File: src/hw/rtl/majority_id_finder_assert.svh
// Assertion macros for the majority identifier finder.
// Expects i_clk and i_rst_n in the scope of the using module.
`ifndef MAJORITY_ID_FINDER_ASSERT_SVH
`define MAJORITY_ID_FINDER_ASSERT_SVH

// Same-cycle implication, quiet during reset.
`define MAJ_ASSERT_NOW(label, ante, cons) \
    label: assert property (@(posedge i_clk) disable iff (!i_rst_n) (ante) |-> (cons)) \
        else $error("majority_id_finder: check failed");

// Next-cycle implication, quiet during reset.
`define MAJ_ASSERT_NEXT(label, ante, cons) \
    label: assert property (@(posedge i_clk) disable iff (!i_rst_n) (ante) |=> (cons)) \
        else $error("majority_id_finder: check failed");

`endif

File: src/hw/rtl/maj_pkg.sv
// Shared types and constants of the majority identifier finder.
// No dependencies.
`timescale 1ns / 1ps

package maj_pkg;

    localparam int CODE_W      = 25;
    localparam int OUT_CNT_W   = 16;
    localparam int SHARE_W     = 17;
    localparam int FRAC_BITS   = 16;
    localparam logic [SHARE_W-1:0] SHARE_ONE = 17'h10000;

    typedef logic signed [CODE_W-1:0] t_code;
    typedef logic [OUT_CNT_W-1:0]     t_out_cnt;
    typedef logic [SHARE_W-1:0]       t_share;

    // Status of the fraction divider as seen by the sequencer.
    typedef struct packed {
        logic busy;
        logic done;
    } t_div_stat;

endpackage

File: src/hw/rtl/maj_if.sv
// Handshake channels of the majority identifier finder: item in, result out.
// Depends on maj_pkg.
`timescale 1ns / 1ps

interface maj_in_if;
    logic              valid;
    logic              ready;
    maj_pkg::t_code    particle_code;
    logic              last_item;

    modport source (output valid, particle_code, last_item, input ready);
    modport sink   (input valid, particle_code, last_item, output ready);
endinterface

interface maj_out_if;
    logic              valid;
    logic              ready;
    maj_pkg::t_code    mode_code;
    maj_pkg::t_out_cnt mode_count;
    maj_pkg::t_out_cnt total_count;
    maj_pkg::t_share   mode_share;
    logic              table_overflow;

    modport source (output valid, mode_code, mode_count, total_count, mode_share,
                    table_overflow, input ready);
    modport sink   (input valid, mode_code, mode_count, total_count, mode_share,
                    table_overflow, output ready);
endinterface

File: src/hw/rtl/majority_id_finder.sv
// Majority identifier finder: running mode of an identifier stream and its share.
// Depends on maj_pkg, maj_if (maj_in_if, maj_out_if), maj_mem, maj_div and
// majority_id_finder_assert.svh.
//
//   port      dir  beat contents                                     ends a set
//   i_item    in   particle_code (25b signed), last_item             last_item = 1
//   o_result  out  mode_code, mode_count, total_count, mode_share,   every beat
//                  table_overflow
//
// A beat is written straight into entry zero when the table is empty; otherwise the
// table memory is scanned one entry per cycle until a match or the last entry in use.
// A last beat adds a mode scan over the entries in use, a serial divide (launch,
// COUNT_BITS + 16 quotient bits, done) and a load of the output register. Reset
// (synchronous, active low) empties the set; the table memory needs no clearing since
// only filled entries are read.
// A stalled result sits in the output register; new beats are taken meanwhile, and the
// next set holds in the load step until that result is taken.
`timescale 1ns / 1ps
`include "majority_id_finder_assert.svh"

module majority_id_finder #(
    parameter int DISTINCT_ENTRIES = 16,
    parameter int COUNT_BITS       = 16
) (
    input  logic       i_clk,
    input  logic       i_rst_n,
    maj_in_if.sink     i_item,
    maj_out_if.source  o_result
);

    localparam int ADDR_W   = (DISTINCT_ENTRIES > 1) ? $clog2(DISTINCT_ENTRIES) : 1;
    localparam int ENT_W    = $clog2(DISTINCT_ENTRIES + 1);
    localparam int MEM_W    = maj_pkg::CODE_W + COUNT_BITS;
    localparam int NUM_W    = COUNT_BITS + maj_pkg::FRAC_BITS;
    localparam int WIDE_W   = (COUNT_BITS > maj_pkg::OUT_CNT_W) ? COUNT_BITS
                                                                 : maj_pkg::OUT_CNT_W;
    localparam logic [COUNT_BITS-1:0] COUNT_MAX = {COUNT_BITS{1'b1}};
    localparam logic [WIDE_W-1:0]     OUT_MAX   = WIDE_W'({maj_pkg::OUT_CNT_W{1'b1}});

    // Sequencer states
    localparam logic [2:0] ST_IDLE   = 3'd0;  // take a beat
    localparam logic [2:0] ST_CMP    = 3'd1;  // search the table for the code
    localparam logic [2:0] ST_MSTART = 3'd2;  // fetch the first entry for the mode scan
    localparam logic [2:0] ST_MSCAN  = 3'd3;  // keep the best entry
    localparam logic [2:0] ST_DSTART = 3'd4;  // launch the share divide
    localparam logic [2:0] ST_DIV    = 3'd5;  // wait for the quotient
    localparam logic [2:0] ST_EMIT   = 3'd6;  // load the output register

    logic [2:0]            r_state, n_state;
    logic [ADDR_W-1:0]     r_idx, n_idx;
    logic [ENT_W-1:0]      r_entries, n_entries;
    logic [COUNT_BITS-1:0] r_total, n_total;
    logic                  r_ovf, n_ovf;
    maj_pkg::t_code        r_code, n_code;
    logic                  r_last, n_last;
    maj_pkg::t_code        r_best_code, n_best_code;
    logic [COUNT_BITS-1:0] r_best_cnt, n_best_cnt;

    logic                  r_ov, n_ov;
    maj_pkg::t_code        r_o_code;
    maj_pkg::t_out_cnt     r_o_mcnt, r_o_total;
    maj_pkg::t_share       r_o_share;
    logic                  r_o_ovf;

    // table memory ports
    logic                  mem_we;
    logic [ADDR_W-1:0]     mem_wa;
    logic [MEM_W-1:0]      mem_wd;
    logic                  mem_re;
    logic [ADDR_W-1:0]     mem_ra;
    logic [MEM_W-1:0]      mem_rd;
    maj_pkg::t_code        q_code;
    logic [COUNT_BITS-1:0] q_cnt;

    // divider
    logic                  div_start;
    maj_pkg::t_div_stat    div_stat;
    logic [NUM_W-1:0]      div_quot;

    logic                  take;
    logic                  emit;
    logic                  tbl_full;
    logic                  at_last_ent;
    logic                  better;
    logic [WIDE_W-1:0]     best_w, total_w;
    maj_pkg::t_share       share;

    maj_mem #(
        .DEPTH  (DISTINCT_ENTRIES),
        .ADDR_W (ADDR_W),
        .WIDTH  (MEM_W)
    ) u_table (
        .i_clk     (i_clk),
        .i_wr_en   (mem_we),
        .i_wr_addr (mem_wa),
        .i_wr_data (mem_wd),
        .i_rd_en   (mem_re),
        .i_rd_addr (mem_ra),
        .o_rd_data (mem_rd)
    );

    maj_div #(
        .NUM_W (NUM_W),
        .DEN_W (COUNT_BITS)
    ) u_div (
        .i_clk   (i_clk),
        .i_rst_n (i_rst_n),
        .i_start (div_start),
        .i_num   ({r_best_cnt, {maj_pkg::FRAC_BITS{1'b0}}}),
        .i_den   (r_total),
        .o_stat  (div_stat),
        .o_quot  (div_quot)
    );

    assign q_code = mem_rd[MEM_W-1:COUNT_BITS];
    assign q_cnt  = mem_rd[COUNT_BITS-1:0];

    assign i_item.ready = (r_state == ST_IDLE);
    assign take         = i_item.valid && (r_state == ST_IDLE);
    assign emit         = (r_state == ST_EMIT) && (!r_ov || o_result.ready);
    assign tbl_full     = (r_entries == ENT_W'(DISTINCT_ENTRIES));
    assign at_last_ent  = (ENT_W'(r_idx) == (r_entries - ENT_W'(1)));
    // strict greater count wins; equal count goes to the smaller code
    assign better       = (r_idx == '0) || (q_cnt > r_best_cnt) ||
                          ((q_cnt == r_best_cnt) && (q_code < r_best_code));
    assign div_start    = (r_state == ST_DSTART);

    // clamp internal counts to the 16-bit result fields
    assign best_w  = WIDE_W'(r_best_cnt);
    assign total_w = WIDE_W'(r_total);
    always_comb begin
        if (r_total == '0) begin
            share = '0;
        end else if (div_quot > NUM_W'(maj_pkg::SHARE_ONE)) begin
            share = maj_pkg::SHARE_ONE;
        end else begin
            share = div_quot[maj_pkg::SHARE_W-1:0];
        end
    end

    always_comb begin
        n_state     = r_state;
        n_idx       = r_idx;
        n_entries   = r_entries;
        n_total     = r_total;
        n_ovf       = r_ovf;
        n_code      = r_code;
        n_last      = r_last;
        n_best_code = r_best_code;
        n_best_cnt  = r_best_cnt;
        mem_we      = 1'b0;
        mem_wa      = r_idx;
        mem_wd      = {r_code, COUNT_BITS'(1)};
        mem_re      = 1'b0;
        mem_ra      = r_idx + ADDR_W'(1);

        unique case (r_state)
            ST_IDLE: begin
                if (take) begin
                    n_code  = i_item.particle_code;
                    n_last  = i_item.last_item;
                    n_total = (r_total == COUNT_MAX) ? r_total : r_total + COUNT_BITS'(1);
                    n_idx   = '0;
                    if (r_entries == '0) begin
                        // empty table: first code goes straight into entry zero
                        mem_we    = 1'b1;
                        mem_wa    = '0;
                        mem_wd    = {i_item.particle_code, COUNT_BITS'(1)};
                        n_entries = ENT_W'(1);
                        n_state   = i_item.last_item ? ST_MSTART : ST_IDLE;
                    end else begin
                        mem_re  = 1'b1;
                        mem_ra  = '0;
                        n_state = ST_CMP;
                    end
                end
            end
            ST_CMP: begin
                if (q_code == r_code) begin
                    // hit: bump the count in place
                    mem_we  = 1'b1;
                    mem_wa  = r_idx;
                    mem_wd  = {q_code, (q_cnt == COUNT_MAX) ? q_cnt
                                                            : q_cnt + COUNT_BITS'(1)};
                    n_state = r_last ? ST_MSTART : ST_IDLE;
                end else if (at_last_ent) begin
                    // miss: append, or flag overflow when the table is full
                    if (tbl_full) begin
                        n_ovf = 1'b1;
                    end else begin
                        mem_we    = 1'b1;
                        mem_wa    = r_entries[ADDR_W-1:0];
                        n_entries = r_entries + ENT_W'(1);
                    end
                    n_state = r_last ? ST_MSTART : ST_IDLE;
                end else begin
                    // advance: fetch the next entry
                    mem_re = 1'b1;
                    n_idx  = r_idx + ADDR_W'(1);
                end
            end
            ST_MSTART: begin
                mem_re  = 1'b1;
                mem_ra  = '0;
                n_idx   = '0;
                n_state = ST_MSCAN;
            end
            ST_MSCAN: begin
                if (better) begin
                    n_best_code = q_code;
                    n_best_cnt  = q_cnt;
                end
                if (at_last_ent) begin
                    n_state = ST_DSTART;
                end else begin
                    mem_re = 1'b1;
                    n_idx  = r_idx + ADDR_W'(1);
                end
            end
            ST_DSTART: begin
                n_state = ST_DIV;
            end
            ST_DIV: begin
                if (div_stat.done) begin
                    n_state = ST_EMIT;
                end
            end
            ST_EMIT: begin
                // hold until the output register is free, then drop the set
                if (emit) begin
                    n_entries = '0;
                    n_total   = '0;
                    n_ovf     = 1'b0;
                    n_state   = ST_IDLE;
                end
            end
            default: begin
                n_state = ST_IDLE;
            end
        endcase
    end

    always_comb begin
        n_ov = r_ov;
        if (emit) begin
            n_ov = 1'b1;
        end else if (o_result.ready) begin
            n_ov = 1'b0;
        end
    end

    always_ff @(posedge i_clk) begin
        if (!i_rst_n) begin
            r_state   <= ST_IDLE;
            r_entries <= '0;
            r_total   <= '0;
            r_ovf     <= 1'b0;
            r_ov      <= 1'b0;
        end else begin
            r_state   <= n_state;
            r_entries <= n_entries;
            r_total   <= n_total;
            r_ovf     <= n_ovf;
            r_ov      <= n_ov;
        end
        r_idx       <= n_idx;
        r_code      <= n_code;
        r_last      <= n_last;
        r_best_code <= n_best_code;
        r_best_cnt  <= n_best_cnt;
        if (emit) begin
            r_o_code  <= r_best_code;
            r_o_mcnt  <= (best_w > OUT_MAX) ? maj_pkg::t_out_cnt'('1)
                                            : best_w[maj_pkg::OUT_CNT_W-1:0];
            r_o_total <= (total_w > OUT_MAX) ? maj_pkg::t_out_cnt'('1)
                                             : total_w[maj_pkg::OUT_CNT_W-1:0];
            r_o_share <= share;
            r_o_ovf   <= r_ovf;
        end
    end

    assign o_result.valid          = r_ov;
    assign o_result.mode_code      = r_o_code;
    assign o_result.mode_count     = r_o_mcnt;
    assign o_result.total_count    = r_o_total;
    assign o_result.mode_share     = r_o_share;
    assign o_result.table_overflow = r_o_ovf;

    // Table never holds more entries than it has rows.
    `MAJ_ASSERT_NOW(a_entries_bound, 1'b1, r_entries <= ENT_W'(DISTINCT_ENTRIES))
    // The search only visits filled entries.
    `MAJ_ASSERT_NOW(a_cmp_in_range, r_state == ST_CMP, ENT_W'(r_idx) < r_entries)
    // The divider is never left running while beats are being taken.
    `MAJ_ASSERT_NOW(a_div_quiet, r_state == ST_IDLE, !div_stat.busy)
    // A shown result never has the mode above the total.
    `MAJ_ASSERT_NOW(a_mode_le_total, o_result.valid,
                    o_result.mode_count <= o_result.total_count)
    // Emitting a result empties the set.
    `MAJ_ASSERT_NEXT(a_set_cleared, emit, (r_entries == '0) && (r_total == '0) && !r_ovf)

endmodule

File: src/hw/rtl/maj_mem.sv
// Identifier/count table: one write port, one read port, registered read data.
// No dependencies.
`timescale 1ns / 1ps

module maj_mem #(
    parameter int DEPTH  = 16,
    parameter int ADDR_W = 4,
    parameter int WIDTH  = 41
) (
    input  logic              i_clk,
    input  logic              i_wr_en,
    input  logic [ADDR_W-1:0] i_wr_addr,
    input  logic [WIDTH-1:0]  i_wr_data,
    input  logic              i_rd_en,
    input  logic [ADDR_W-1:0] i_rd_addr,
    output logic [WIDTH-1:0]  o_rd_data
);

    logic [WIDTH-1:0] r_mem [DEPTH];
    logic [WIDTH-1:0] r_rd_data;

    always_ff @(posedge i_clk) begin
        if (i_wr_en) begin
            r_mem[i_wr_addr] <= i_wr_data;
        end
        if (i_rd_en) begin
            r_rd_data <= r_mem[i_rd_addr];
        end
    end

    assign o_rd_data = r_rd_data;

endmodule

File: src/hw/rtl/maj_div.sv
// Restoring divider, one quotient bit per cycle, for the mode share.
// Depends on maj_pkg.
`timescale 1ns / 1ps

module maj_div #(
    parameter int NUM_W = 32,
    parameter int DEN_W = 16
) (
    input  logic               i_clk,
    input  logic               i_rst_n,
    input  logic               i_start,
    input  logic [NUM_W-1:0]   i_num,
    input  logic [DEN_W-1:0]   i_den,
    output maj_pkg::t_div_stat o_stat,
    output logic [NUM_W-1:0]   o_quot
);

    localparam int CNT_W = $clog2(NUM_W + 1);

    logic             r_busy, n_busy;
    logic             r_done, n_done;
    logic [CNT_W-1:0] r_cnt,  n_cnt;
    logic [DEN_W-1:0] r_rem,  n_rem;
    logic [NUM_W-1:0] r_quot, n_quot;
    logic [DEN_W-1:0] r_den,  n_den;

    logic [DEN_W:0]   trial;
    logic [DEN_W:0]   diff;
    logic             fits;

    always_comb begin
        trial = {r_rem, r_quot[NUM_W-1]};
        diff  = trial - {1'b0, r_den};
        fits  = trial >= {1'b0, r_den};

        n_busy = r_busy;
        n_done = 1'b0;
        n_cnt  = r_cnt;
        n_rem  = r_rem;
        n_quot = r_quot;
        n_den  = r_den;
        if (i_start) begin
            n_busy = 1'b1;
            n_cnt  = CNT_W'(NUM_W);
            n_rem  = '0;
            n_quot = i_num;
            n_den  = i_den;
        end else if (r_busy) begin
            // shift in the next dividend bit, subtract when it fits
            n_rem  = fits ? diff[DEN_W-1:0] : trial[DEN_W-1:0];
            n_quot = {r_quot[NUM_W-2:0], fits};
            n_cnt  = r_cnt - CNT_W'(1);
            if (r_cnt == CNT_W'(1)) begin
                n_busy = 1'b0;
                n_done = 1'b1;
            end
        end
    end

    always_ff @(posedge i_clk) begin
        if (!i_rst_n) begin
            r_busy <= 1'b0;
            r_done <= 1'b0;
        end else begin
            r_busy <= n_busy;
            r_done <= n_done;
        end
        r_cnt  <= n_cnt;
        r_rem  <= n_rem;
        r_quot <= n_quot;
        r_den  <= n_den;
    end

    assign o_stat.busy = r_busy;
    assign o_stat.done = r_done;
    assign o_quot      = r_quot;

endmodule

File: src/flat_wrapper.sv
// flat-port wrapper written by rule: the top's interface ports become plain ports
module majority_id_finder_flat 
#(
    parameter int DISTINCT_ENTRIES = 16,
    parameter int COUNT_BITS       = 16
)
  (i_clk, i_rst_n, i_item_valid, i_item_particle_code, i_item_last_item, i_item_ready, o_result_valid, o_result_mode_code, o_result_mode_count, o_result_total_count, o_result_mode_share, o_result_table_overflow, o_result_ready);
  maj_in_if i_item_i ();
  maj_out_if o_result_i ();
  input  logic i_clk;
  input  logic i_rst_n;
  input wire logic [$bits(i_item_i.valid)-1:0] i_item_valid;
  input wire logic [$bits(i_item_i.particle_code)-1:0] i_item_particle_code;
  input wire logic [$bits(i_item_i.last_item)-1:0] i_item_last_item;
  output wire logic [$bits(i_item_i.ready)-1:0] i_item_ready;
  output wire logic [$bits(o_result_i.valid)-1:0] o_result_valid;
  output wire logic [$bits(o_result_i.mode_code)-1:0] o_result_mode_code;
  output wire logic [$bits(o_result_i.mode_count)-1:0] o_result_mode_count;
  output wire logic [$bits(o_result_i.total_count)-1:0] o_result_total_count;
  output wire logic [$bits(o_result_i.mode_share)-1:0] o_result_mode_share;
  output wire logic [$bits(o_result_i.table_overflow)-1:0] o_result_table_overflow;
  input wire logic [$bits(o_result_i.ready)-1:0] o_result_ready;
  assign i_item_i.valid = i_item_valid;
  assign i_item_i.particle_code = i_item_particle_code;
  assign i_item_i.last_item = i_item_last_item;
  assign i_item_ready = i_item_i.ready;
  assign o_result_valid = o_result_i.valid;
  assign o_result_mode_code = o_result_i.mode_code;
  assign o_result_mode_count = o_result_i.mode_count;
  assign o_result_total_count = o_result_i.total_count;
  assign o_result_mode_share = o_result_i.mode_share;
  assign o_result_table_overflow = o_result_i.table_overflow;
  assign o_result_i.ready = o_result_ready;
  majority_id_finder #(.DISTINCT_ENTRIES(DISTINCT_ENTRIES), .COUNT_BITS(COUNT_BITS)) u_core (.i_clk(i_clk), .i_rst_n(i_rst_n), .i_item(i_item_i), .o_result(o_result_i));
endmodule
File: config.mk
export PLATFORM = sky130hd
export DESIGN_NAME = majority_id_finder_flat
export DESIGN_NICKNAME = d
export VERILOG_FILES = /design/src/hw/rtl/maj_pkg.sv /design/src/hw/rtl/maj_if.sv /design/src/hw/rtl/majority_id_finder.sv /design/src/hw/rtl/maj_mem.sv /design/src/hw/rtl/maj_div.sv /design/src/flat_wrapper.sv
export VERILOG_INCLUDE_DIRS = /design/src /design/src/hw/rtl
export SDC_FILE = /design/constraint.sdc
export NUM_CORES = 1
export LEC_CHECK = 0
export ABC_AREA = 1
export BUFFER_PORTS_ARGS = -buffer_cell sky130_fd_sc_hd__buf_4
export CORE_UTILIZATION = 40
export CTS_CLUSTER_SIZE = 25
export DETAILED_ROUTE_END_ITERATION = 10
export PLACE_DENSITY_LB_ADDON = 0.15
export SETUP_SLACK_MARGIN = 0.02
export SLEW_MARGIN = 20
export SYNTH_ARGS = -nofsm -noshare
export SYNTH_HDL_FRONTEND = slang
export SYNTH_SLANG_ARGS = --single-unit
File: constraint.sdc
create_clock -name i_clk -period 8.7 [get_ports i_clk]
set_input_delay 0.435 -clock i_clk [delete_from_list [all_inputs] [get_ports i_clk]]
set_output_delay 0.435 -clock i_clk [all_outputs]
set_load 0.1 [all_outputs]
==> metrics.cfg, run 1 <==
[power]
p_leak_uw = 0.0161
internal_power_uw = 10600
pwr-share-comb_pct = 39.2
swShare_pct = 40.0
ir_worst_vdd_mv = 0.420
power.clock.fraction_pct = 23.7
powerDensity_nw_per_um2 = 384
power_frac_seq_pct = 37.1
p_switching_uw = 7070

[routing]
route.detailed.drc = 0
drt_wl_total_mm = 103
wl_per_cell_um = 21.9
drtPass1Iterations = 6
num_vias = 25300
ant_nets = 0
via_per_inst = 5.36
drt-initial-drc-count = 2133

[setup_path]
worstSetupPathType = reg -> reg
crit_fanout = 171
required_ns = 9.22
r2r_cells = 12
worstSetupEndpointType = register
critPathArrivalTime_ns = 4.72
start_kind = register

[die]
die_x_um = 319
start_util_pct = 40.6
core_area_um2 = 99000
dieHeight_um = 319
dieArea_um2 = 102000
ios = 107
num_rows = 115

[place]
portBuffers = 106
placed_area_um2 = 42500
hpwlAfterDp_mm = 58.9
place.gp.congestion = 0.864

[global_route]
grt_first_pass_wirelength_mm = 156
grt-ovfl-total = 0
antenna_found_initial = 4
grt_max_degree = 177
grt_pass1_vias = 24700
grt_use_total_pct = 20.2

[yosys]
synth_cells = 3221
synth_edf_count = 875
ys_ff_latch = 941
netlist_area_um2 = 40200
synth_nets = 3317
postSynthAreaPerCell_um2 = 12.5
synth_cell_types = 49
ys_seq_area_share_pct = 68.7
ys_warn_count = 0
synthArstFlopShare_pct = 0
synth_ff_type = edfxtp_1

[sta]
hold_violations = 0
setup_viol = 0
max_slew_margin_pct = 26.2
clock_skew_ns = 0.0320
post-route-period-util_pct = 48.2
rsz0062_at_grt = no
worstMarginPinSlew_ns = 1.10
fmax_ghz = 0.238
post-route-min-period_ns = 4.20
maxSlewViolCount = 0
setup_tns_ns = 0

[clock_tree]
cts_buffers = 100
insertion_delay_ns = 0.67
clkTransAtPathRegs_ns = 0.06
clockBufferDepth = 3
cts_sinks = 941
h-tree-depth = 3
cts_root_buf = clkbuf_16
cts_tree = built

[min_path]
hold_class = in -> reg
whs_path_depth = 4

[final_layout]
fill_cells = 8807
syn_to_final_growth_pct = 14.6
final_cell_area_um2 = 46000
nets = 3447
drive_above_1_share_pct = 12.7

[run_status]
outcome = complete, no violations

[run]
max_cap_violations = 0

-- power groups by stage --
stage,logic (µW),registers [µW],clock network [µW]
2_1_floorplan,4680,6620,0
3_3_place_gp,6840,6630,0
3_5_place_dp,6930,6660,0
5_1_grt,7670,6620,4470
4_1_cts,6970,6570,4290
6_report,6930,6570,4190
-- flip-flops by register name (all words and copies together), names as in the netlist, 3 cells and up --
name,cells
u_core.r_idx,4
u_core.r_best_code,25
u_core.o_result.total_count,16
u_core.r_entries,5
u_core.u_div.r_rem,16
u_core.u_div.r_cnt,6
u_core.r_state,3
u_core.r_total,16
u_core.u_table.r_mem,656
u_core.u_div.r_den,16
u_core.o_result.mode_share,17
u_core.best_w,16
u_core.u_table.o_rd_data,41
u_core.o_result.mode_code,25
u_core.o_result.mode_count,16
u_core.r_code,25
u_core.u_div.o_quot,32
-- what timing repair did --
action | 4_1_cts | 5_1_grt
setup endpoints to repair | 0 | 0
hold buffers | 27 | 0
buffers inserted | 0 | 0
gates resized for setup | 0 | 0
endpoints found under the hold margin | 27 | 0
-- layout by cell type (no fill, tap or decap), drive strengths merged, types with 69 or more instances in the layout --
cell type	Yosys	final
a21oi	78	78
nand3	69	69
or2	328	328
clkbuf	100	121
nor2	155	155
o21ai	312	312
o211ai	352	352
buf	59	159
inv	235	236
edfxtp	875	875
nand2	368	368
-- cell type report --
cell class	count	area, µm²	share of cell area [%]
Timing Repair Buffer	187	1490	3.24
Sequential cell	941	27600	59.9
Tap cell	1287	1610	3.50
Antenna cell	2	5.00	0.0109
Clock buffer	120	2680	5.82
Inverter	236	893	1.94
Clock inverter	66	571	1.24
Multi-Input combinational cell	1885	11200	24.3
-- synthesized netlist by cell type, drive strengths merged, types with 2 or more instances --
library cell	instances	area, µm²
buf	59	329
nor2	155	609
o22ai	4	25.0
nand3	69	375
clkbuf	100	383
xor2	22	193
o211ai	352	2640
ha	65	813
nand3b	6	45.0
a21oi	78	394
a211oi	6	45.0
a31oi	5	31.3
inv	235	882
o21a	4	30.0
nand2	368	1400
dfxtp	66	1320
or2	328	2050
nand4	30	188
nor3	14	70.1
nor4	9	56.3
and3	3	18.8
a21boi	5	37.5
a22oi	26	195
o21ai	312	1560
edfxtp	875	26300
xnor2	17	149
o2111ai	2	17.5
-- worst max-delay path: stages (launching register included) --
cell and delay [ns]:
dfxtp_1 0.40, inv_1 0.11, nand2_2 0.15, nor2_4 0.04, buf_4 0.26, nand2_4 0.15, nand3_4 0.49, inv_8 0.88
buf_12 0.63, o21ai_0 0.18, o21ai_0 0.32, o211ai_1 0.12, nand2_1 0.11
-- through the flow --
step	hold slack [ns]	worst slack [ns]	total power [µW]	std cells	utilization [%]
6_report	0.0997	4.50	17700	4724	46.5
5_1_grt	0.0930	4.19	18800	4722	46.5
4_1_cts	0.0452	4.53	17800	4719	46.5
3_5_place_dp	0.427	4.53	13600	4506	42.9
3_3_place_gp	0.419	4.56	13500	4505	42.9
2_1_floorplan	0.409	3.94	11300	3221	-
-- worst paths after layout --
path / slack [ns] / start / end
setup / recovery: 4.50 / u_core.r_state[1] / u_core.u_table.o_rd_data[15]
hold reg to reg: 0.44 / u_core.r_ovf / u_core.o_result.table_overflow
setup reg to reg: 4.50 / u_core.r_state[1] / u_core.u_table.o_rd_data[15]
hold / removal: 0.1 / o_result_ready / u_core.o_result.valid
-- metal layers --
| layer | share of wire (%) | global-route usage [%] |
|---|---|---|
| met1 | 44 | 27.4 |
| met2 | 48 | 33.5 |
| met3 | 5.3 | 2.84 |
| met4 | 2.7 | 6.53 |
| met5 | 0 | 0 |
-- cell families (layout without fill, tap and decap cells) --
kind of cell,after synthesis,count (layout),synth area share (%)
other,0,2,0
DFF,941,941,68.7
AOI/OAI and AO/OA,798,798,12.5
xor gates and xnor gates,39,39,0.850
buffers and inverters,395,609,3.98
and+or+nand+nor,982,982,12.0
adders and majority gates,66,66,2.07
(Power assumes the default switching activity.)
==> run 2, diff against run 1 <==
--- a/config.mk
+++ b/config.mk
@@ -6,7 +6,7 @@
 export SDC_FILE = /design/constraint.sdc
 export NUM_CORES = 1
 export LEC_CHECK = 0
-export ABC_AREA = 1
+export ABC_AREA = 0
 export BUFFER_PORTS_ARGS = -buffer_cell sky130_fd_sc_hd__buf_4
 export CORE_UTILIZATION = 40
 export CTS_CLUSTER_SIZE = 25
==> constraint.sdc (replaced) <==
create_clock -name i_clk -period 3.5 [get_ports i_clk]
set_input_delay 0.175 -clock i_clk [delete_from_list [all_inputs] [get_ports i_clk]]
set_output_delay 0.175 -clock i_clk [all_outputs]
set_load 0.1 [all_outputs]
==> run 2 against run 1 <==
Total power up 110%. First-iteration DRC count shrank 3.0%. Count of clock-buffer cells in the layout grew 2. Synthesized cell count shrank 21%. Non-clock buffer count rose by 68. Worst setup slack lost 4.3 ns. Clock power rose to 2.5 times the previous value. Highest routed layer unchanged.
==> metrics.cfg, run 2 <==
[setup_path]
start_kind = register  ; unchanged
critPathArrivalTime_ns = 3.58  ; was 4.72 ns
worstSetupEndpointType = register  ; unchanged
r2r_end = u_core.u_table.r_mem[8][6]  ; was u_core.u_table.o_rd_data[15]
r2r_setup_slack_ns = 0.24  ; was 4.50 ns
required_ns = 3.82  ; was 9.22 ns
worstReg2RegStart = u_core.r_entries[1]  ; was u_core.r_state[1]
r2r_cells = 12  ; unchanged
crit_fanout = 41  ; was 171
worstSetupPathType = reg -> reg  ; unchanged

[sta]
setup_tns_ns = 0  ; unchanged
worstMarginPinSlew_ns = 0.853  ; was 1.10 ns
post-route-min-period_ns = 3.26  ; was 4.20 ns
hold_slack_ns = 0.0778  ; was 0.0997 ns
setup_viol = 0  ; unchanged
rsz0062_at_grt = yes  ; was no
fmax_ghz = 0.306  ; was 0.238 GHz
hold_violations = 0  ; unchanged
max_slew_margin_pct = 43.1  ; was 26.2%
maxSlewViolCount = 0  ; unchanged
post-route-period-util_pct = 93.3  ; was 48.2%
clock_skew_ns = 0.0227  ; was 0.0320 ns

[power]
powerDensity_nw_per_um2 = 835  ; was 384 nW/µm²
ir_worst_vdd_mv = 0.487  ; was 0.420 mV
internal_power_uw = 25200  ; was 10600 µW
p_switching_uw = 12700  ; was 7070 µW
power_frac_seq_pct = 39.8  ; was 37.1%
swShare_pct = 33.6  ; was 40.0%
power.clock.fraction_pct = 27.6  ; was 23.7%
p_leak_uw = 0.0159  ; was 0.0161 µW
pwr-share-comb_pct = 32.7  ; was 39.2%

[yosys]
yosys.area.top_type = edfxtp_1  ; unchanged
netlist_area_um2 = 38500  ; was 40200 µm²
synth_ff_type = edfxtp_1  ; unchanged
synth_cells = 2548  ; was 3221
synth_nets = 2644  ; was 3317
postSynthAreaPerCell_um2 = 15.1  ; was 12.5 µm²
synth_edf_count = 875  ; unchanged
ys_ff_latch = 941  ; unchanged
synthArstFlopShare_pct = 0  ; unchanged
synth_common_cells = 875 x edfxtp_1, 347 x nand2_1, 124 x nand3_1  ; was 875 x edfxtp_1, 364 x nand2_1, 352 x o211ai_1
ys_seq_area_share_pct = 71.7  ; was 68.7%
ys_warn_count = 0  ; unchanged
synth.area.top_cells = edfxtp_1 68%, mux4_2 3.7%, dfxtp_1 3.4%  ; was edfxtp_1 65%, o211ai_1 6.6%, or2_1 3.5%
synth_top_area_share_pct = 68.3  ; was 65.4%
synth_cell_types = 80  ; was 49
synth_most_common_cell = edfxtp_1  ; unchanged

[global_route]
grt_first_pass_wirelength_mm = 140  ; was 156 mm
grtUsageMet3_pct = 2.81  ; was 2.84%
use_met2_pct = 28.9  ; was 33.5%
grt_use_total_pct = 18.7  ; was 20.2%
grt-ovfl-total = 0  ; unchanged
grt_pass1_vias = 22100  ; was 24700
groute.layer.met1.usage_pct = 27.9  ; was 27.4%
grt-busiest-layer = met2  ; unchanged
grt_max_degree = 69  ; was 177
antenna_found_initial = 0  ; was 4

[min_path]
hp-start = i_item_valid  ; was o_result_ready
min_to = u_core.r_idx[3]  ; was u_core.o_result.valid
hold_class = in -> reg  ; unchanged
whs_path_depth = 3  ; was 4

[final_layout]
instances_no_fill = 4110  ; was 4724
fill_cells = 8103  ; was 8807
final_cell_mix = 875 x edfxtp_1, 347 x nand2_1, 184 x buf_4  ; was 875 x edfxtp_1, 364 x nand2_1, 352 x o211ai_1
drive_above_1_share_pct = 17.1  ; was 12.7%
largest_register_ffs = 656  ; unchanged
nets = 2862  ; was 3447
final_common_cell = edfxtp_1  ; unchanged
largest-register = u_core.u_table.r_mem  ; unchanged
seq_area_um2 = 27600  ; about the same
syn_to_final_growth_pct = 17.9  ; was 14.6%
multiInputGateArea_um2 = 10100  ; was 11200 µm²

[place]
hpwlAfterDp_mm = 58.7  ; was 58.9 mm
dp_cells = 3906  ; was 4506
place.gp.congestion = 0.846  ; was 0.864
portBuffers = 106  ; unchanged

[routing]
route.detailed.drc = 0  ; unchanged
num_vias = 22400  ; was 25300
drt_wl_total_mm = 92.1  ; was 103 mm
drtPass1Iterations = 7  ; was 6
via_per_inst = 5.44  ; was 5.36
ant_nets = 0  ; unchanged
wl_per_cell_um = 22.4  ; was 21.9 µm
drt-initial-drc-count = 2068  ; was 2133

[die]
num_rows = 113  ; was 115
dieArea_um2 = 97400  ; was 102000 µm²
die_x_um = 312  ; was 319 µm
dieHeight_um = 312  ; was 319 µm
start_util_pct = 40.4  ; was 40.6%
ios = 107  ; unchanged
core_area_um2 = 95200  ; was 99000 µm²

[clock_tree]
clockBufferDepth = 3  ; unchanged
cts_setup_buffers = 0  ; unchanged
cts_sinks = 941  ; unchanged
cts_tree = built  ; unchanged
insertion_delay_ns = 0.65  ; was 0.67 ns
cts_root_buf = clkbuf_16  ; unchanged
cts_buffers = 94  ; was 100
clkTransAtPathRegs_ns = 0.06  ; about the same
h-tree-depth = 3  ; unchanged

[run]
max_cap_violations = 0  ; unchanged

[run_status]
outcome = complete, no violations  ; unchanged

==> run 2: changes by cell type in the layout (fill, tap and decap cells not counted), sizes merged, moves of 67 or more <==
cell	delta
buf	+67
inv	-130
mux4	+82
o211ai	-347
o21ai	-247
or2	-322
==> run 2: per-layer routing <==
metal | share of wire, % | routed length [µm]
met1 | 47 | 43100
met2 | 46 | 42100
met3 | 5.8 | 5330
met4 | 1.6 | 1500
met5 | 0 | 0
==> run 2: area by class of cell <==
cell class | count | share of cell area, %
flip-flops and latches | 941 | 60.8
diodes | 1 | 0.00551
well taps | 1265 | 3.49
clock inverters | 52 | 1.39
repair buffers | 255 | 5.57
clock buffers | 122 | 5.69
inverters | 105 | 0.869
multi-input cells | 1369 | 22.2
==> run 2: worst max path at each step <==
stage,start,to,depth (start not counted),slack [ns]
after floorplan,u_core.r_entries[0],u_core.u_table.r_mem[4][0],11,0.03
final,u_core.r_entries[1],u_core.u_table.r_mem[8][6],12,0.24
after detailed placement,u_core.u_table.o_rd_data[17],u_core.r_best_code[10],10,0.06
after global placement,u_core.u_table.o_rd_data[17],u_core.r_best_code[10],10,0.03
after global routing,u_core.r_entries[1],u_core.u_table.r_mem[13][22],12,0.01
after CTS,u_core.u_table.o_rd_data[17],u_core.r_best_code[9],10,0.03
==> run 2: per-stage QoR <==
step	power, µW	utilization (%)	worst slack (ns)	cell area (µm²)
4_1_cts	38200	47.6	0.0343	45300
6_report	37900	47.7	0.236	45400
5_1_grt	39700	47.7	0.0103	45400
2_1_floorplan	23000	-	0.0287	38600
3_3_place_gp	27500	44.0	0.0347	41800
3_5_place_dp	27700	44.0	0.0556	41800
==> run 2: critical path, stage by stage (launching register included) <==
cell and delay [ns]:
dfxtp_1 0.46, inv_1 0.09, ha_1 0.23, xor3_1 0.37
o2bb2ai_2 0.19, nand3_2 0.15, a21oi_2 0.20, o21ai_2 0.14
o21ai_0 0.10, o21ai_0 0.28, buf_4 0.28, nor2_4 0.11
buf_12 0.29
==> run 2: power groups by stage <==
stage	Clock (µW)	Sequential, µW	Combinational [µW]
3_3_place_gp	0	15300	12300
5_1_grt	11100	15100	13500
4_1_cts	10700	15100	12500
6_report	10500	15100	12400
2_1_floorplan	0	14900	8100
3_5_place_dp	0	15300	12400
==> run 2: logic make-up after synthesis <==
family / count (synthesis) / share of synthesized area (%)
AO/OA/AOI/OAI: 409 / 7.60
XOR/XNOR: 74 / 1.72
adder cells (fa/ha/maj): 66 / 2.17
buffers and inverters: 238 / 2.72
flip-flops: 941 / 71.7
multiplexers: 105 / 5.59
AND/OR/NAND/NOR: 715 / 8.48
==> run 2: repair_timing <==
item | CTS | global route
setup endpoints to repair | 0 | 287
hold buffers | 28 | 0
resized for setup | 0 | 2
hold endpoints to repair | 35 | 0
==> run 3, diff against run 2 <==
--- a/config.mk
+++ b/config.mk
@@ -9,6 +9,7 @@
 export ABC_AREA = 0
 export BUFFER_PORTS_ARGS = -buffer_cell sky130_fd_sc_hd__buf_4
 export CORE_UTILIZATION = 40
+export CTS_BUF_LIST = sky130_fd_sc_hd__clkbuf_16
 export CTS_CLUSTER_SIZE = 25
 export DETAILED_ROUTE_END_ITERATION = 10
 export PLACE_DENSITY_LB_ADDON = 0.15
==> run 3 against run 2 <==
Register-to-register slack is essentially flat. Total power shrank 0.38%. Utilization about the same. Hold slack better by 0.0032 ns. Sequential power hardly changed. Via count is 0.18% lower. Final cell count unchanged. Largest power group unchanged. Highest routed layer unchanged.
==> metrics.cfg, run 3 (synthesis gave the netlist of run 2 again) <==
[sta]
maxSlewViolCount = 0  ; unchanged
fmax_ghz = 0.306  ; about the same
rsz0062_at_grt = yes  ; unchanged
setup_tns_ns = 0  ; unchanged
clock_skew_ns = 0.0218  ; was 0.0227 ns
setup_viol = 0  ; unchanged
hold_violations = 0  ; unchanged
max_slew_margin_pct = 43.1  ; about the same
post-route-period-util_pct = 93.2  ; was 93.3%
post-route-min-period_ns = 3.26  ; about the same
worstMarginPinSlew_ns = 0.854  ; was 0.853 ns

[power]
power.clock.fraction_pct = 27.3  ; was 27.6%
p_leak_uw = 0.0159  ; about the same
p_switching_uw = 12700  ; about the same
ir_worst_vdd_mv = 0.480  ; was 0.487 mV
powerDensity_nw_per_um2 = 833  ; was 835 nW/µm²
internal_power_uw = 25000  ; was 25200 µW
power_frac_seq_pct = 39.9  ; was 39.8%
pwr-share-comb_pct = 32.8  ; was 32.7%
swShare_pct = 33.8  ; was 33.6%

[clock_tree]
clockBufferDepth = 3  ; unchanged
clkTransAtPathRegs_ns = 0.07  ; was 0.06 ns
cts_root_buf = clkbuf_16  ; unchanged
h-tree-depth = 3  ; unchanged
insertion_delay_ns = 0.65  ; about the same
cts_tree = built  ; unchanged
cts_sinks = 941  ; unchanged
cts_buffers = 94  ; unchanged

[final_layout]
largest_register_ffs = 656  ; unchanged
nets = 2862  ; unchanged
final_common_cell = edfxtp_1  ; unchanged
final_cell_mix = 875 x edfxtp_1, 347 x nand2_1, 184 x buf_4  ; unchanged
largest-register = u_core.u_table.r_mem  ; unchanged
fill_cells = 8111  ; was 8103
syn_to_final_growth_pct = 17.8  ; was 17.9%
final_cell_area_um2 = 45300  ; was 45400 µm²
utilization_pct = 47.6  ; was 47.7%
drive_above_1_share_pct = 16.9  ; was 17.1%

[die]
dieHeight_um = 312  ; unchanged
core_area_um2 = 95200  ; unchanged
dieArea_um2 = 97400  ; unchanged
start_util_pct = 40.4  ; unchanged
die_x_um = 312  ; unchanged
ios = 107  ; unchanged
num_rows = 113  ; unchanged

[setup_path]
slowest_delay_ns = 0.46  ; about the same
required_ns = 3.82  ; about the same
start_kind = register  ; unchanged
slowest_stage = dfxtp_1  ; unchanged
worstSetupPathType = reg -> reg  ; unchanged
cpLargestDelayFamily = compound AO/OA/AOI/OAI gates  ; unchanged
critPathArrivalTime_ns = 3.58  ; about the same
crit_buf_inv = 3  ; unchanged
crit_fanout = 41  ; unchanged
critical_path.cell_chain = inv_1 -> ha_1 -> xor3_1 -> o2bb2ai_2 -> nand3_2 -> a21oi_2 -> o21ai_2 -> o21ai_0 -> o21ai_0 -> buf_4 -> nor2_4 -> buf_12  ; unchanged
cpMostUsedCell = o21ai_0  ; unchanged
worstSetupEndpointType = register  ; unchanged

[routing]
drt_wl_total_mm = 92.0  ; was 92.1 mm
num_vias = 22300  ; was 22400
drt-initial-drc-count = 2055  ; was 2068
via_per_inst = 5.43  ; was 5.44
ant_nets = 0  ; unchanged
route.detailed.drc = 0  ; unchanged
drtPass1Iterations = 7  ; unchanged
wl_per_cell_um = 22.4  ; about the same

[min_path]
hold_class = in -> reg  ; unchanged

[global_route]
grt_max_degree = 69  ; unchanged
grt-ovfl-total = 0  ; unchanged
grt_use_total_pct = 18.7  ; about the same
grt_pass1_vias = 22100  ; about the same
antenna_found_initial = 0  ; unchanged
grt_first_pass_wirelength_mm = 140  ; about the same

[place]
hpwlAfterDp_mm = 58.7  ; unchanged
place.gp.congestion = 0.846  ; unchanged
portBuffers = 106  ; unchanged
placed_area_um2 = 41800  ; unchanged

[run]
max_cap_violations = 0  ; unchanged

[run_status]
outcome = complete, no violations  ; unchanged

run 3: cell count changes in the layout (fill, tap and decap cells not counted):
cell      previous run  this run
clkbuf_8             4         0
clkinv_1            15        19
clkbuf_1            20         0
inv_1              104       124
run 3: area by class of cell:
type / count / area, µm² / area share, %
Antenna cell: 1 / 2.50 / 0.00552
Clock buffer: 98 / 2450 / 5.41
Tap cell: 1265 / 1580 / 3.49
Timing Repair Buffer: 255 / 2530 / 5.57
Multi-Input combinational cell: 1369 / 10100 / 22.2
Sequential cell: 941 / 27600 / 60.9
Clock inverter: 76 / 722 / 1.59
Inverter: 105 / 394 / 0.869
run 3: tightest hold or removal path: cells and delay by family:
kind            cells  cell delay (ns)
compound gates      1             0.15
buf+inv             2             0.22
run 3: final timing paths:
path,from,endpoint,slack (ns),depth (start not counted)
hold reg to reg,u_core.r_best_code[6],u_core.o_result.mode_code[6],0.45,0
hold / removal,i_item_valid,u_core.r_idx[3],0.08,3
setup reg to reg,u_core.r_entries[1],u_core.u_table.r_mem[8][6],0.24,12
setup / recovery,u_core.r_entries[1],u_core.u_table.r_mem[8][6],0.24,12
run 3: metrics by stage:
| stage | worst slack [ns] | hold WS [ns] | total power, µW | cells |
|---|---|---|---|---|
| floorplan | 0.0287 | 0.274 | 23000 | 2548 |
| global placement | 0.0347 | 0.366 | 27500 | 3906 |
| detailed placement | 0.0556 | 0.368 | 27700 | 3906 |
| CTS | 0.0323 | 0.0344 | 38100 | 4108 |
| global route | 0.0103 | 0.0787 | 39600 | 4109 |
| finish | 0.237 | 0.0810 | 37800 | 4110 |
run 3: timing repair:
item,in CTS,in global routing
hold endpoints to repair,35,0
endpoints found under the setup margin,0,287
buffers inserted,0,0
resized for setup,0,2
hold buffers,28,0
run 3: metal layers:
layer / part of all wire [%] / GRT usage (%) / vias to the layer above
li1: - / - / 10200
met1: 47 / 27.9 / 11300
met2: 46 / 28.8 / 648
met3: 5.6 / 2.81 / 108
met4: 1.6 / 4.29 / 0
met5: 0 / 0 / -
run 3: power by group through the flow:
| stage | logic, µW | clock network (µW) | registers [µW] |
|---|---|---|---|
| after floorplan | 8100 | 0 | 14900 |
| after global placement | 12300 | 0 | 15300 |
| after detailed placement | 12400 | 0 | 15300 |
| after CTS | 12500 | 10600 | 15100 |
| after global routing | 13500 | 11000 | 15100 |
| final | 12400 | 10300 | 15100 |
